===== src/rtl/bbc_pkg.sv =====
// ----------------------------------------------------------------------------
// bbc_pkg
// Shared types and codes for the LRU buffer cache tag controller.
// ----------------------------------------------------------------------------
package bbc_pkg;

    localparam int OP_W   = 2;
    localparam int DEV_W  = 8;
    localparam int BLK_W  = 32;
    localparam int SLOT_W = 5;
    localparam int CNT_W  = 8;
    localparam int ST_W   = 2;

    localparam logic [OP_W-1:0] OP_ACQUIRE   = 2'd0;
    localparam logic [OP_W-1:0] OP_WRITE     = 2'd1;
    localparam logic [OP_W-1:0] OP_RELEASE   = 2'd2;
    localparam logic [OP_W-1:0] OP_DISK_DONE = 2'd3;

    localparam logic [ST_W-1:0] ST_OK         = 2'd0;
    localparam logic [ST_W-1:0] ST_NO_FREE    = 2'd1;
    localparam logic [ST_W-1:0] ST_NOT_HELD   = 2'd2;
    localparam logic [ST_W-1:0] ST_COUNT_FULL = 2'd3;

    localparam logic [CNT_W-1:0] CNT_MAX = 8'hFF;
    localparam logic [CNT_W-1:0] CNT_ONE = 8'h01;

    localparam logic [1:0] SCAN_HIT  = 2'd0;
    localparam logic [1:0] SCAN_FREE = 2'd1;
    localparam logic [1:0] SCAN_FIND = 2'd2;

    localparam logic [2:0] UPD_HIT   = 3'd0;
    localparam logic [2:0] UPD_ALLOC = 3'd1;
    localparam logic [2:0] UPD_DIRTY = 3'd2;
    localparam logic [2:0] UPD_REL   = 3'd3;
    localparam logic [2:0] UPD_DONE  = 3'd4;

    localparam logic [2:0] RES_HIT      = 3'd0;
    localparam logic [2:0] RES_FULL     = 3'd1;
    localparam logic [2:0] RES_ALLOC    = 3'd2;
    localparam logic [2:0] RES_NO_FREE  = 3'd3;
    localparam logic [2:0] RES_NOT_HELD = 3'd4;
    localparam logic [2:0] RES_WRITE    = 3'd5;
    localparam logic [2:0] RES_OK       = 3'd6;

    typedef struct packed {
        logic [DEV_W-1:0] dev;
        logic [BLK_W-1:0] blk;
        logic [CNT_W-1:0] cnt;
        logic             valid;
        logic             dirty;
    } t_rec;

    typedef struct packed {
        logic       load;
        logic       scan_start;
        logic [1:0] scan_kind;
        logic       rd_slot;
        logic       cap_slot;
        logic       rec_upd;
        logic [2:0] upd_kind;
        logic       res_set;
        logic [2:0] res_kind;
        logic       shift_start;
        logic       front;
        logic       out_load;
    } t_cmd;

    typedef struct packed {
        logic            scan_match;
        logic            scan_end;
        logic            cnt_full;
        logic            cnt_one;
        logic            not_held;
        logic            shift_busy;
        logic            out_free;
        logic [OP_W-1:0] op;
    } t_sts;

endpackage


===== src/rtl/block_buffer_cache_lru_top.sv =====
// ----------------------------------------------------------------------------
// block_buffer_cache_lru_top
// Tag manager of a disk buffer cache with least-recently-used recycling.
// ----------------------------------------------------------------------------
// The request channel (i_valid, o_stall) carries one beat per operation:
// acquire, write, release or disk done. The response channel (o_valid,
// i_stall) returns exactly one beat per request, in request order.
// A request is taken only while the controller is idle. Acquire scans the
// recency order front to back at one entry per cycle; on a miss, the victim
// search walks the order again from the back. A release that frees an entry
// walks the order to find it and shifts the entries in front of it down.
// A finished response sits in the output register; while the receiver
// stalls, the next request is still taken and worked on, and its response
// waits in the controller until the output register drains.
// Reset empties the pipeline and marks every entry as untouched, so all
// entries read back with zero tags and counts and the default order.
// ----------------------------------------------------------------------------
module block_buffer_cache_lru_top #(
    parameter int NUM_BUFFERS = 32
) (
    input  logic                       i_clk,
    input  logic                       i_rst_n,
    input  logic                       i_valid,
    output logic                       o_stall,
    input  logic [bbc_pkg::OP_W-1:0]   i_op,
    input  logic [bbc_pkg::DEV_W-1:0]  i_device,
    input  logic [bbc_pkg::BLK_W-1:0]  i_block_number,
    input  logic [bbc_pkg::SLOT_W-1:0] i_slot,
    output logic                       o_valid,
    input  logic                       i_stall,
    output logic [bbc_pkg::SLOT_W-1:0] o_slot_out,
    output logic                       o_hit,
    output logic                       o_needs_read,
    output logic                       o_needs_write,
    output logic [bbc_pkg::ST_W-1:0]   o_status
);
    import bbc_pkg::*;

    t_cmd cmd;
    t_sts sts;

    bbc_ctrl u_ctrl (
        .i_clk   (i_clk),
        .i_rst_n (i_rst_n),
        .i_valid (i_valid),
        .o_stall (o_stall),
        .i_sts   (sts),
        .o_cmd   (cmd)
    );

    bbc_dp #(
        .NUM_BUFFERS (NUM_BUFFERS)
    ) u_dp (
        .i_clk          (i_clk),
        .i_rst_n        (i_rst_n),
        .i_op           (i_op),
        .i_device       (i_device),
        .i_block_number (i_block_number),
        .i_slot         (i_slot),
        .i_cmd          (cmd),
        .o_sts          (sts),
        .i_stall        (i_stall),
        .o_valid        (o_valid),
        .o_slot_out     (o_slot_out),
        .o_hit          (o_hit),
        .o_needs_read   (o_needs_read),
        .o_needs_write  (o_needs_write),
        .o_status       (o_status)
    );

endmodule


===== src/rtl/bbc_ctrl.sv =====
// ----------------------------------------------------------------------------
// bbc_ctrl
// Sequencer that steps the datapath through lookup, allocation and update.
// ----------------------------------------------------------------------------
module bbc_ctrl (
    input  logic          i_clk,
    input  logic          i_rst_n,
    input  logic          i_valid,
    output logic          o_stall,
    input  bbc_pkg::t_sts i_sts,
    output bbc_pkg::t_cmd o_cmd
);
    import bbc_pkg::*;

    localparam logic [3:0] S_IDLE    = 4'd0;
    localparam logic [3:0] S_HSTART  = 4'd1;
    localparam logic [3:0] S_HSCAN   = 4'd2;
    localparam logic [3:0] S_HEVAL   = 4'd3;
    localparam logic [3:0] S_FSTART  = 4'd4;
    localparam logic [3:0] S_FSCAN   = 4'd5;
    localparam logic [3:0] S_ALLOC   = 4'd6;
    localparam logic [3:0] S_SREAD   = 4'd7;
    localparam logic [3:0] S_SCHECK  = 4'd8;
    localparam logic [3:0] S_UPD     = 4'd9;
    localparam logic [3:0] S_MSTART  = 4'd10;
    localparam logic [3:0] S_MSCAN   = 4'd11;
    localparam logic [3:0] S_SHSTART = 4'd12;
    localparam logic [3:0] S_SHIFT   = 4'd13;
    localparam logic [3:0] S_FRONT   = 4'd14;
    localparam logic [3:0] S_DONE    = 4'd15;

    logic [3:0] r_state;
    logic [3:0] n_state;

    always_ff @(posedge i_clk) begin
        if (!i_rst_n) begin
            r_state <= S_IDLE;
        end else begin
            r_state <= n_state;
        end
    end

    assign o_stall = (r_state != S_IDLE);

    always_comb begin
        n_state = r_state;
        o_cmd   = '0;
        case (r_state)
            S_IDLE: begin
                if (i_valid) begin
                    o_cmd.load = 1'b1;
                    n_state    = S_SREAD;
                    if (i_sts.op == OP_ACQUIRE) begin
                        n_state = S_HSTART;
                    end
                end
            end
            S_HSTART: begin
                o_cmd.scan_start = 1'b1;
                o_cmd.scan_kind  = SCAN_HIT;
                n_state          = S_HSCAN;
            end
            S_HSCAN: begin
                if (i_sts.scan_match) begin
                    n_state = S_HEVAL;
                end else if (i_sts.scan_end) begin
                    n_state = S_FSTART;
                end
            end
            S_HEVAL: begin
                o_cmd.res_set = 1'b1;
                if (i_sts.cnt_full) begin
                    o_cmd.res_kind = RES_FULL;
                end else begin
                    o_cmd.res_kind = RES_HIT;
                    o_cmd.rec_upd  = 1'b1;
                    o_cmd.upd_kind = UPD_HIT;
                end
                n_state = S_DONE;
            end
            S_FSTART: begin
                o_cmd.scan_start = 1'b1;
                o_cmd.scan_kind  = SCAN_FREE;
                n_state          = S_FSCAN;
            end
            S_FSCAN: begin
                if (i_sts.scan_match) begin
                    n_state = S_ALLOC;
                end else if (i_sts.scan_end) begin
                    o_cmd.res_set  = 1'b1;
                    o_cmd.res_kind = RES_NO_FREE;
                    n_state        = S_DONE;
                end
            end
            S_ALLOC: begin
                o_cmd.rec_upd  = 1'b1;
                o_cmd.upd_kind = UPD_ALLOC;
                o_cmd.res_set  = 1'b1;
                o_cmd.res_kind = RES_ALLOC;
                n_state        = S_DONE;
            end
            S_SREAD: begin
                o_cmd.rd_slot = 1'b1;
                n_state       = S_SCHECK;
            end
            S_SCHECK: begin
                o_cmd.cap_slot = 1'b1;
                if (i_sts.not_held) begin
                    o_cmd.res_set  = 1'b1;
                    o_cmd.res_kind = RES_NOT_HELD;
                    n_state        = S_DONE;
                end else begin
                    n_state = S_UPD;
                end
            end
            S_UPD: begin
                o_cmd.rec_upd = 1'b1;
                o_cmd.res_set = 1'b1;
                n_state       = S_DONE;
                case (i_sts.op)
                    OP_WRITE: begin
                        o_cmd.upd_kind = UPD_DIRTY;
                        o_cmd.res_kind = RES_WRITE;
                    end
                    OP_RELEASE: begin
                        o_cmd.upd_kind = UPD_REL;
                        o_cmd.res_kind = RES_OK;
                        if (i_sts.cnt_one) begin
                            n_state = S_MSTART;
                        end
                    end
                    default: begin
                        o_cmd.upd_kind = UPD_DONE;
                        o_cmd.res_kind = RES_OK;
                    end
                endcase
            end
            S_MSTART: begin
                o_cmd.scan_start = 1'b1;
                o_cmd.scan_kind  = SCAN_FIND;
                n_state          = S_MSCAN;
            end
            S_MSCAN: begin
                if (i_sts.scan_match) begin
                    n_state = S_SHSTART;
                end else if (i_sts.scan_end) begin
                    n_state = S_DONE;
                end
            end
            S_SHSTART: begin
                o_cmd.shift_start = 1'b1;
                n_state           = S_SHIFT;
            end
            S_SHIFT: begin
                if (!i_sts.shift_busy) begin
                    n_state = S_FRONT;
                end
            end
            S_FRONT: begin
                o_cmd.front = 1'b1;
                n_state     = S_DONE;
            end
            S_DONE: begin
                if (i_sts.out_free) begin
                    o_cmd.out_load = 1'b1;
                    n_state        = S_IDLE;
                end
            end
            default: begin
                n_state = S_IDLE;
            end
        endcase
    end

endmodule


===== src/rtl/bbc_dp.sv =====
// ----------------------------------------------------------------------------
// bbc_dp
// Tag and order memories, scan pipeline, order shifter and result registers.
// ----------------------------------------------------------------------------
module bbc_dp #(
    parameter int NUM_BUFFERS = 32
) (
    input  logic                       i_clk,
    input  logic                       i_rst_n,
    input  logic [bbc_pkg::OP_W-1:0]   i_op,
    input  logic [bbc_pkg::DEV_W-1:0]  i_device,
    input  logic [bbc_pkg::BLK_W-1:0]  i_block_number,
    input  logic [bbc_pkg::SLOT_W-1:0] i_slot,
    input  bbc_pkg::t_cmd              i_cmd,
    output bbc_pkg::t_sts              o_sts,
    input  logic                       i_stall,
    output logic                       o_valid,
    output logic [bbc_pkg::SLOT_W-1:0] o_slot_out,
    output logic                       o_hit,
    output logic                       o_needs_read,
    output logic                       o_needs_write,
    output logic [bbc_pkg::ST_W-1:0]   o_status
);
    import bbc_pkg::*;

    localparam int IW = (NUM_BUFFERS > 2) ? $clog2(NUM_BUFFERS) : 1;
    localparam int XW = (IW > SLOT_W) ? IW : SLOT_W;
    localparam logic [IW-1:0] LAST = IW'(NUM_BUFFERS - 1);

    logic [OP_W-1:0]   r_op;
    logic [DEV_W-1:0]  r_dev;
    logic [BLK_W-1:0]  r_blk;
    logic [SLOT_W-1:0] r_slot;

    t_rec              rec_mem [NUM_BUFFERS];
    logic [NUM_BUFFERS-1:0] r_rec_tch;
    logic [IW-1:0]     ord_mem [NUM_BUFFERS];
    logic [NUM_BUFFERS-1:0] r_ord_tch;

    t_rec              r_rec_q;
    logic              r_rec_tch_q;
    logic [IW-1:0]     r_ord_q;
    logic              r_ord_tch_q;
    logic [IW-1:0]     r_ord_pos_q;

    logic              r_s0_vld;
    logic              r_s1_vld;
    logic              r_s2_vld;
    logic [1:0]        r_kind;
    logic [IW-1:0]     r_p;
    logic              r_s1_last;
    logic              r_s2_last;
    logic [IW-1:0]     r_s2_pos;
    logic [IW-1:0]     r_s2_e;

    logic [IW-1:0]     r_e;
    logic [IW-1:0]     r_pos;
    t_rec              r_tgt;

    logic              r_sh_act;
    logic [IW-1:0]     r_sh_p;
    logic              r_wr_vld;
    logic [IW-1:0]     r_wr_addr;

    logic [SLOT_W-1:0] r_res_slot;
    logic              r_res_hit;
    logic              r_res_rd;
    logic              r_res_wr;
    logic [ST_W-1:0]   r_res_st;
    logic              r_o_valid;
    logic [SLOT_W-1:0] r_o_slot;
    logic              r_o_hit;
    logic              r_o_rd;
    logic              r_o_wr;
    logic [ST_W-1:0]   r_o_st;

    logic [XW-1:0]     slot_x;
    logic [IW-1:0]     slot_idx;
    logic              slot_bad;
    logic [IW-1:0]     ord_val;
    t_rec              rec_val;
    logic [IW-1:0]     ord_raddr;
    logic [IW-1:0]     rec_raddr;
    logic              fwd;
    logic [IW-1:0]     end_pos;
    logic              match_c;
    logic              scan_match;
    logic              scan_end;
    t_rec              upd_rec;

    assign slot_x   = XW'(r_slot);
    assign slot_idx = slot_x[IW-1:0];
    assign slot_bad = (32'(r_slot) >= 32'(NUM_BUFFERS));

    assign ord_val = r_ord_tch_q ? r_ord_q : (LAST - r_ord_pos_q);
    assign rec_val = r_rec_tch_q ? r_rec_q : '0;

    assign ord_raddr = r_sh_act ? (r_sh_p - IW'(1)) : r_p;
    assign rec_raddr = i_cmd.rd_slot ? slot_idx : ord_val;

    assign fwd     = (r_kind != SCAN_FREE);
    assign end_pos = fwd ? LAST : '0;

    always_ff @(posedge i_clk) begin
        if (i_cmd.load) begin
            r_op   <= i_op;
            r_dev  <= i_device;
            r_blk  <= i_block_number;
            r_slot <= i_slot;
        end
    end

    always_comb begin
        case (r_kind)
            SCAN_HIT:  match_c = (rec_val.dev == r_dev) && (rec_val.blk == r_blk);
            SCAN_FREE: match_c = (rec_val.cnt == '0) && !rec_val.dirty;
            SCAN_FIND: match_c = (r_s2_e == r_e);
            default:   match_c = 1'b0;
        endcase
    end

    assign scan_match = r_s2_vld & match_c;
    assign scan_end   = r_s2_vld & !match_c & r_s2_last;

    always_ff @(posedge i_clk) begin
        if (!i_rst_n) begin
            r_s0_vld <= 1'b0;
            r_s1_vld <= 1'b0;
            r_s2_vld <= 1'b0;
        end else if (i_cmd.scan_start) begin
            r_s0_vld <= 1'b1;
            r_s1_vld <= 1'b0;
            r_s2_vld <= 1'b0;
            r_kind   <= i_cmd.scan_kind;
            r_p      <= (i_cmd.scan_kind == SCAN_FREE) ? LAST : '0;
        end else if (scan_match) begin
            r_s0_vld <= 1'b0;
            r_s1_vld <= 1'b0;
            r_s2_vld <= 1'b0;
        end else begin
            r_s1_vld  <= r_s0_vld;
            r_s1_last <= (r_p == end_pos);
            r_s2_vld  <= r_s1_vld;
            r_s2_last <= r_s1_last;
            r_s2_pos  <= r_ord_pos_q;
            r_s2_e    <= ord_val;
            if (r_s0_vld) begin
                if (r_p == end_pos) begin
                    r_s0_vld <= 1'b0;
                end else if (fwd) begin
                    r_p <= r_p + IW'(1);
                end else begin
                    r_p <= r_p - IW'(1);
                end
            end
        end
    end

    always_ff @(posedge i_clk) begin
        if (scan_match) begin
            r_e   <= r_s2_e;
            r_pos <= r_s2_pos;
            r_tgt <= rec_val;
        end else if (i_cmd.cap_slot) begin
            r_e   <= slot_idx;
            r_tgt <= rec_val;
        end
    end

    always_ff @(posedge i_clk) begin
        if (!i_rst_n) begin
            r_sh_act <= 1'b0;
            r_wr_vld <= 1'b0;
        end else if (i_cmd.shift_start) begin
            r_sh_p   <= r_pos;
            r_sh_act <= (r_pos != '0);
            r_wr_vld <= 1'b0;
        end else begin
            r_wr_vld  <= r_sh_act;
            r_wr_addr <= r_sh_p;
            if (r_sh_act) begin
                r_sh_p <= r_sh_p - IW'(1);
                if (r_sh_p == IW'(1)) begin
                    r_sh_act <= 1'b0;
                end
            end
        end
    end

    always_ff @(posedge i_clk) begin
        r_ord_q     <= ord_mem[ord_raddr];
        r_ord_pos_q <= ord_raddr;
        if (r_wr_vld) begin
            ord_mem[r_wr_addr] <= ord_val;
        end else if (i_cmd.front) begin
            ord_mem[0] <= r_e;
        end
    end

    always_ff @(posedge i_clk) begin
        if (!i_rst_n) begin
            r_ord_tch   <= '0;
            r_ord_tch_q <= 1'b0;
        end else begin
            r_ord_tch_q <= r_ord_tch[ord_raddr];
            if (r_wr_vld) begin
                r_ord_tch[r_wr_addr] <= 1'b1;
            end else if (i_cmd.front) begin
                r_ord_tch[0] <= 1'b1;
            end
        end
    end

    always_comb begin
        upd_rec = r_tgt;
        case (i_cmd.upd_kind)
            UPD_HIT: begin
                upd_rec.cnt = r_tgt.cnt + CNT_ONE;
            end
            UPD_ALLOC: begin
                upd_rec.dev   = r_dev;
                upd_rec.blk   = r_blk;
                upd_rec.cnt   = CNT_ONE;
                upd_rec.valid = 1'b0;
                upd_rec.dirty = 1'b0;
            end
            UPD_DIRTY: begin
                upd_rec.dirty = 1'b1;
            end
            UPD_REL: begin
                upd_rec.cnt = r_tgt.cnt - CNT_ONE;
            end
            UPD_DONE: begin
                upd_rec.valid = 1'b1;
                upd_rec.dirty = 1'b0;
            end
            default: begin
                upd_rec = r_tgt;
            end
        endcase
    end

    always_ff @(posedge i_clk) begin
        r_rec_q <= rec_mem[rec_raddr];
        if (i_cmd.rec_upd) begin
            rec_mem[r_e] <= upd_rec;
        end
    end

    always_ff @(posedge i_clk) begin
        if (!i_rst_n) begin
            r_rec_tch   <= '0;
            r_rec_tch_q <= 1'b0;
        end else begin
            r_rec_tch_q <= r_rec_tch[rec_raddr];
            if (i_cmd.rec_upd) begin
                r_rec_tch[r_e] <= 1'b1;
            end
        end
    end

    always_ff @(posedge i_clk) begin
        if (i_cmd.res_set) begin
            r_res_slot <= SLOT_W'(r_e);
            r_res_hit  <= 1'b0;
            r_res_rd   <= 1'b0;
            r_res_wr   <= 1'b0;
            r_res_st   <= ST_OK;
            case (i_cmd.res_kind)
                RES_HIT: begin
                    r_res_hit <= 1'b1;
                    r_res_rd  <= !r_tgt.valid;
                end
                RES_FULL: begin
                    r_res_hit <= 1'b1;
                    r_res_st  <= ST_COUNT_FULL;
                end
                RES_ALLOC: begin
                    r_res_rd <= 1'b1;
                end
                RES_NO_FREE: begin
                    r_res_slot <= '0;
                    r_res_st   <= ST_NO_FREE;
                end
                RES_NOT_HELD: begin
                    r_res_slot <= r_slot;
                    r_res_st   <= ST_NOT_HELD;
                end
                RES_WRITE: begin
                    r_res_wr <= 1'b1;
                end
                default: begin
                    r_res_st <= ST_OK;
                end
            endcase
        end
    end

    always_ff @(posedge i_clk) begin
        if (!i_rst_n) begin
            r_o_valid <= 1'b0;
        end else if (i_cmd.out_load) begin
            r_o_valid <= 1'b1;
            r_o_slot  <= r_res_slot;
            r_o_hit   <= r_res_hit;
            r_o_rd    <= r_res_rd;
            r_o_wr    <= r_res_wr;
            r_o_st    <= r_res_st;
        end else if (!i_stall) begin
            r_o_valid <= 1'b0;
        end
    end

    assign o_valid       = r_o_valid;
    assign o_slot_out    = r_o_slot;
    assign o_hit         = r_o_hit;
    assign o_needs_read  = r_o_rd;
    assign o_needs_write = r_o_wr;
    assign o_status      = r_o_st;

    assign o_sts.scan_match = scan_match;
    assign o_sts.scan_end   = scan_end;
    assign o_sts.cnt_full   = (r_tgt.cnt == CNT_MAX);
    assign o_sts.cnt_one    = (r_tgt.cnt == CNT_ONE);
    assign o_sts.not_held   = slot_bad | (rec_val.cnt == '0);
    assign o_sts.shift_busy = r_sh_act | r_wr_vld;
    assign o_sts.out_free   = !r_o_valid | !i_stall;
    assign o_sts.op         = i_cmd.load ? i_op : r_op;

endmodule


===== config.mk =====
export PLATFORM = sky130hd
export DESIGN_NAME = block_buffer_cache_lru_top
export DESIGN_NICKNAME = d
export VERILOG_FILES = /design/src/rtl/bbc_pkg.sv /design/src/rtl/block_buffer_cache_lru_top.sv /design/src/rtl/bbc_ctrl.sv /design/src/rtl/bbc_dp.sv
export SDC_FILE = /design/constraint.sdc
export NUM_CORES = 2
export LEC_CHECK = 0
export BUFFER_PORTS_ARGS = -buffer_cell sky130_fd_sc_hd__buf_4
export CAP_MARGIN = 10
export CORE_MARGIN = 8
export CORE_UTILIZATION = 63
export DETAILED_ROUTE_END_ITERATION = 7
export GPL_ROUTABILITY_DRIVEN = 0
export HOLD_SLACK_MARGIN = 0.02
export PLACE_DENSITY_LB_ADDON = 0.05
export SLEW_MARGIN = 30
export SYNTH_ARGS = -nofsm -noshare
export SYNTH_HDL_FRONTEND = slang
export SYNTH_SLANG_ARGS = --single-unit

===== constraint.sdc =====
create_clock -name i_clk -period 7.65 [get_ports i_clk]
set_input_delay 0.765 -clock i_clk [delete_from_list [all_inputs] [get_ports i_clk]]
set_output_delay 0.765 -clock i_clk [all_outputs]
set_load 0.005 [all_outputs]

# After elaboration in Yosys (flattened, before gate mapping)
# Memories as Yosys holds them, arrays and structs flattened. A register that Yosys moved wholly into a read port is not among the register bits.
# Cells that the tools add are included.
# op_classes
addsub,6
multipliers,0
n_div,0
order_cmp,6
n_eq_ne,44
n_shift,0
muxes,88
n_bitwise,11
n_reduce_logical,34
# ops
cell,count
$mux W50,3
$mux W5,16
$or A32 B32 Y32,2
$pmux W4 S14,1
$mux W4,12
$mux W40,1
$mux W1,34
$eq A32 B32 Y1,1
$eq A4 B4 Y1 const B,8
$lt A5 B6 Y1 const B,4
$pmux W8 S3,1
$pmux W4 S5,1
$eq A4 B3 Y1 const B,4
$eq A3 B2 Y1 const B,4
$mux W3,4
$pmux W4 S3,1
$bmux W1 S5,2
$demux W1 S5,2
$eq A5 B5 Y1,2
$ge A5 B1 Y1 const B,2
$ne A2 B2 Y1 const B,5
$pmux W5 S2,1
$sub A5 B1 Y5 const B,2
$eq A3 B3 Y1 const B,3
other kinds (39),73
# totals
reg_bits,237
latch_bits,0
ramBits,1760
romBits,0
inputBits,51
wordCells,233
n_memories,2
# mem_list
memory,depth,word_bits,rd,rd_ports_with_merged_regs,write_ports,line,text
u_dp.rec_mem,32,50,1,1,1,bbc_dp.sv:35,t_rec rec_mem [NUM_BUFFERS];
u_dp.ord_mem,32,5,1,1,1,bbc_dp.sv:37,logic [IW-1:0] ord_mem [NUM_BUFFERS];

# Longest topological paths before layout
# logic_depth
word_depth,13
ltp_mapped,13
depth_no_buf,11

# By module
# Synthesis repeated with hierarchy kept, for this count alone.
# hier_totals
cells_unflattened,3824
hier_area_um2,78405.2
# by_module_without_submodules
module,instances,cells_each,area_each_um2
bbc_dp,1,3717,77616.9
bbc_ctrl,1,107,788.3

# Least setup slack after synthesis
# Ideal clock, no wire load.
# synth_timing
path_kind,reg2reg
from,register u_ctrl.r_state[1]
to,"register u_dp.r_e[0], enable pin"
setup_ns,0.550
t_arrival_ns,4.805
path_slack_ns,2.295
stages_incl_launch_ff,4
n_path_buf,2
synth_period_minus_slack_ns,5.355
path_cell_list,dfxtp_1 -> clkbuf_1 -> clkbuf_1 -> o31ai_1
# synth_via
elab_chain_cells,3
# synth_lines
element,line,text
start: declaration,bbc_ctrl.sv:32,logic [3:0] r_state;
start signal: assignment,bbc_ctrl.sv:39,r_state <= n_state;
$eq A4 B4 Y1,bbc_ctrl.sv:48,case (r_state)
$mux W1,bbc_ctrl.sv:48,
$reduce_bool A2 Y1 (no line),-,
end signal: assignment,bbc_dp.sv:161,r_e <= r_s2_e;
end signal: assignment,bbc_dp.sv:165,r_e <= slot_idx;
end: declaration,bbc_dp.sv:56,logic [IW-1:0] r_e;
# Every way passes these cells.
# A chain may end at the register's enable or synchronous reset.

# Worst setup path after layout
# layout_timing
from,register u_ctrl.r_state[0]
to,register u_dp.r_rec_q[14] (netlist name)
# layout_via
elab_chain_cells,3
# layout_lines
element,line,text
$eq A4 B3 Y1,bbc_ctrl.sv:48,
$mux W1,bbc_ctrl.sv:48,
$mux W5,bbc_dp.sv:99,assign rec_raddr = i_cmd.rd_slot ? slot_idx : ord_val;
# Every way passes these cells.

==> metrics.md <==
| Metric | Value |
|---|---|
| Fin. max-slew vios | `0` |
| Placed insts | `5645` |
| Placed instance area | `0.0826 mm2` |
| RSZ-0062 raised after global routing | `false` |
| Synth area leaders | `edfxtp_1 72%, mux4_2 13%, dfxtp_1 3.5%` |
| Final Cell Area | `0.0891 mm2` |
| Clk root buf | `clkbuf_16` |
| HP Class | `in2reg` |
| WL final | `189 mm` |
| Critical path cell sequence | `nand2b_1 > nor2_4 > mux2i_4 > buf_4 > buf_12 > mux4_2 > mux2_2 > o211ai_1 > o21ai_1` |
| Clk_lat worst skew | `0.83 ns` |
| Crit-path max cell delay | `0.88 ns` |
| DP HPWL | `95.6 mm` |
| Area growth from synthesis to final layout | `11.7%` |
| CP max-delay cell | `dfxtp_1` |
| Pin count of the biggest net entering global routing | `149` |
| VDD IR-drop max | `0.640 mV` |
| FF-to-FF Start | `u_ctrl.r_state[0]` |
| Worst slack, placed | `3.15 ns` |
| Hold Fails Final Rpt | `0` |
| Chip Width | `372 um` |
| DRC | `0` |
| EDFF count, synth | `1914` |
| Post-CTS resize count | `0` |
| CP startpoint kind | `flip-flop` |
| Non-filler instance count after layout | `6021` |
| Commonest non-fill, non-tap cell in the layout | `edfxtp_1` |
| WP data required | `8.27 ns` |
| Congestion Overflow GR | `0` |
| WL per Instance | `31.5 um` |
| CP Launch Point | `u_ctrl.r_state[0]` |
| Pwr Total | `32.9 mW` |
| Slew of the pin with the lowest slew margin | `1.05 ns` |
| Post-CTS Setup Inserts | `0` |
| Vias in the first global route | `39800` |
| Layout cell share with drive strength beyond 1 | `25.0%` |
| Filler cells | `7589` |
| Post-synth ARST share | `0%` |
| Drt via density | `6.66` |
| Synth top area share | `72.0%` |
| Worst-path fanout max | `99` |
| Starting DRT DRC Count | `5300` |
| First-pass GRT wire length | `273 mm` |
| Hold Buf Count CTS | `0` |
| Nets | `4261` |
| Pre-antenna DRT Iters | `5` |
| Die Span Y | `372 um` |
| Top Family by Delay on Critical Path | `multiplexers` |
| Min-delay src | `i_block_number[26]` |
| Starting Density | `63.5%` |
| Clock buffer depth | `3` |
| Util after Layout | `71.0%` |
| Initial antenna violation count | `3` |
| Post-synthesis register bit count | `2052` |
| Crit path time final | `4.53 ns` |
| CTS tree | `yes` |
| Crit. End Element | `flip-flop` |
| Reg area | `0.0602 mm2` |
| Synth warn | `0` |
| # H-tree levels | `4` |
| Max_cap viols | `0` |
| Vias post-DR | `40100` |
| Final setup fails | `0` |
| Clk pin slew, worst setup/hold paths | `0.06 ns` |
| Yosys top cell by area | `edfxtp_1` |
| Tot GR Track Use | `27.6%` |
| Row count | `130` |
| Final worst path period share | `59.2%` |
| Commonest cells after routing, fill and taps aside | `1914 x edfxtp_1, 456 x mux4_2, 250 x nor2_1` |
| Yosys cell types | `65` |
| CP Class | `reg2reg` |
| Setup_tns | `0 ns` |
| Final worst setup slack | `3.12 ns` |
| Crit path DAT | `5.15 ns` |
| Cells after Synth | `4064` |
| Io pins | `63` |
| Number of diodes | `0` |
| Syn_area_per_cell | `19.6 um2` |
| Worst clock skew | `0.0342 ns` |
| Core footprint | `0.126 mm2` |
| Syn Nets | `4128` |
| Clock buffer count from CTS | `198` |
| Die area | `0.138 mm2` |
| Register area share after synthesis | `75.5%` |
| Footprint of the multi-input gates | `0.0189 mm2` |
| Port-buffer cells | `62` |
| PwrDens | `369 mW/mm2` |
| Leak | `28.7 nW` |
| Synth Flop Type | `edfxtp_1` |
| Clock sink count | `2052` |
| Status | `finished, final reports clean` |
| Slew headroom | `29.8%` |
| Worst hold slack | `0.117 ns` |
| ANT nets after route | `0` |
| FMAX | `221 MHz` |
| Cell Area, Synth | `0.0798 mm2` |
| Buf/Inv on CP | `2` |
## synth_stat cells, drive strengths merged, types with 6 or more instances
library cell / count
nand3: 21
a22o: 10
inv: 42
dfxtp: 138
a31oi: 7
nor2: 285
xor2: 9
o21a: 14
o21ai: 93
o22ai: 15
nand2: 221
ha: 12
buf: 104
edfxtp: 1914
mux4: 456
clkbuf: 108
nor3: 25
mux2: 123
o211ai: 59
nand4: 6
nor4: 10
nand2b: 10
and2: 55
nand3b: 9
a21oi: 91
mux2i: 126
xnor2: 15
and3: 7
## per-layer routing
layer	GRT usage, %	vias to the layer above	routed length [um]
met2	42.3	2054	88900
met3	4.70	328	17500
met1	41.8	21100	78100
li1	-	16700	-
met5	0	-	0
met4	8.01	0	4910
## worst reg2reg max path: cells and delay by family, from the launching register on
| kind | cells | cell delay [ns] |
|---|---|---|
| AO/OA/AOI/OAI | 2 | 0.41 |
| buffers and inverters | 2 | 0.91 |
| flip-flops | 1 | 0.88 |
| multiplexers | 3 | 1.47 |
| AND/OR/NAND/NOR | 2 | 0.69 |
## cells by family (layout without fill, tap and decap cells)
family	after synthesis	in the layout	synth area share, %
compound gates	338	338	2.67
xor+xnor	24	24	0.263
fa+ha+maj	13	13	0.213
buf+inv	254	561	1.42
flops	2052	2052	75.5
mux	705	705	16.2
simple gates	678	678	3.74
## sequential cells by signal, summed over array words and instances, names as in the netlist, 5 cells and up
register and flops:
u_dp.rec_mem 1600, u_dp.ord_mem 160, u_dp.r_rec_q 50, u_dp.r_tgt 50, u_dp.r_blk 32, u_dp.r_ord_tch 32, u_dp.r_rec_tch 32, u_dp.r_dev 8
u_dp.o_slot_out 5, u_dp.r_e 5, u_dp.r_ord_pos_q 5, u_dp.r_ord_q 5, u_dp.r_p 5, u_dp.r_pos 5, u_dp.r_res_slot 5, u_dp.r_s2_e 5
u_dp.r_s2_pos 5, u_dp.r_sh_p 5, u_dp.r_slot 5, u_dp.r_wr_addr 5
## power breakdown
part / leakage (nW) / internal, mW / total [mW] / switching, mW
combinational: 7.14 / 4.37 / 9.61 / 5.24
sequential: 18.4 / 13.2 / 13.7 / 0.420
clock: 3.15 / 5.54 / 9.63 / 4.08
## final timing paths
path	to	slack, ns	cells past startpoint
max	u_dp.r_rec_q[14]	3.12	9
max reg2reg	u_dp.r_rec_q[14]	3.12	9
min	u_dp.r_blk[26]	0.12	1
min reg2reg	u_dp.r_pos[0]	0.42	0
## layout make-up
cell class / instances / area share [%]
clock inverters: 89 / 0.834
flip-flops and latches: 2052 / 67.6
clock buffers: 285 / 6.40
multi-input cells: 1758 / 21.2
repair buffers: 145 / 1.50
inverters: 42 / 0.177
well taps: 1650 / 2.32
No activity file was read; power rests on OpenSTA's default activity.
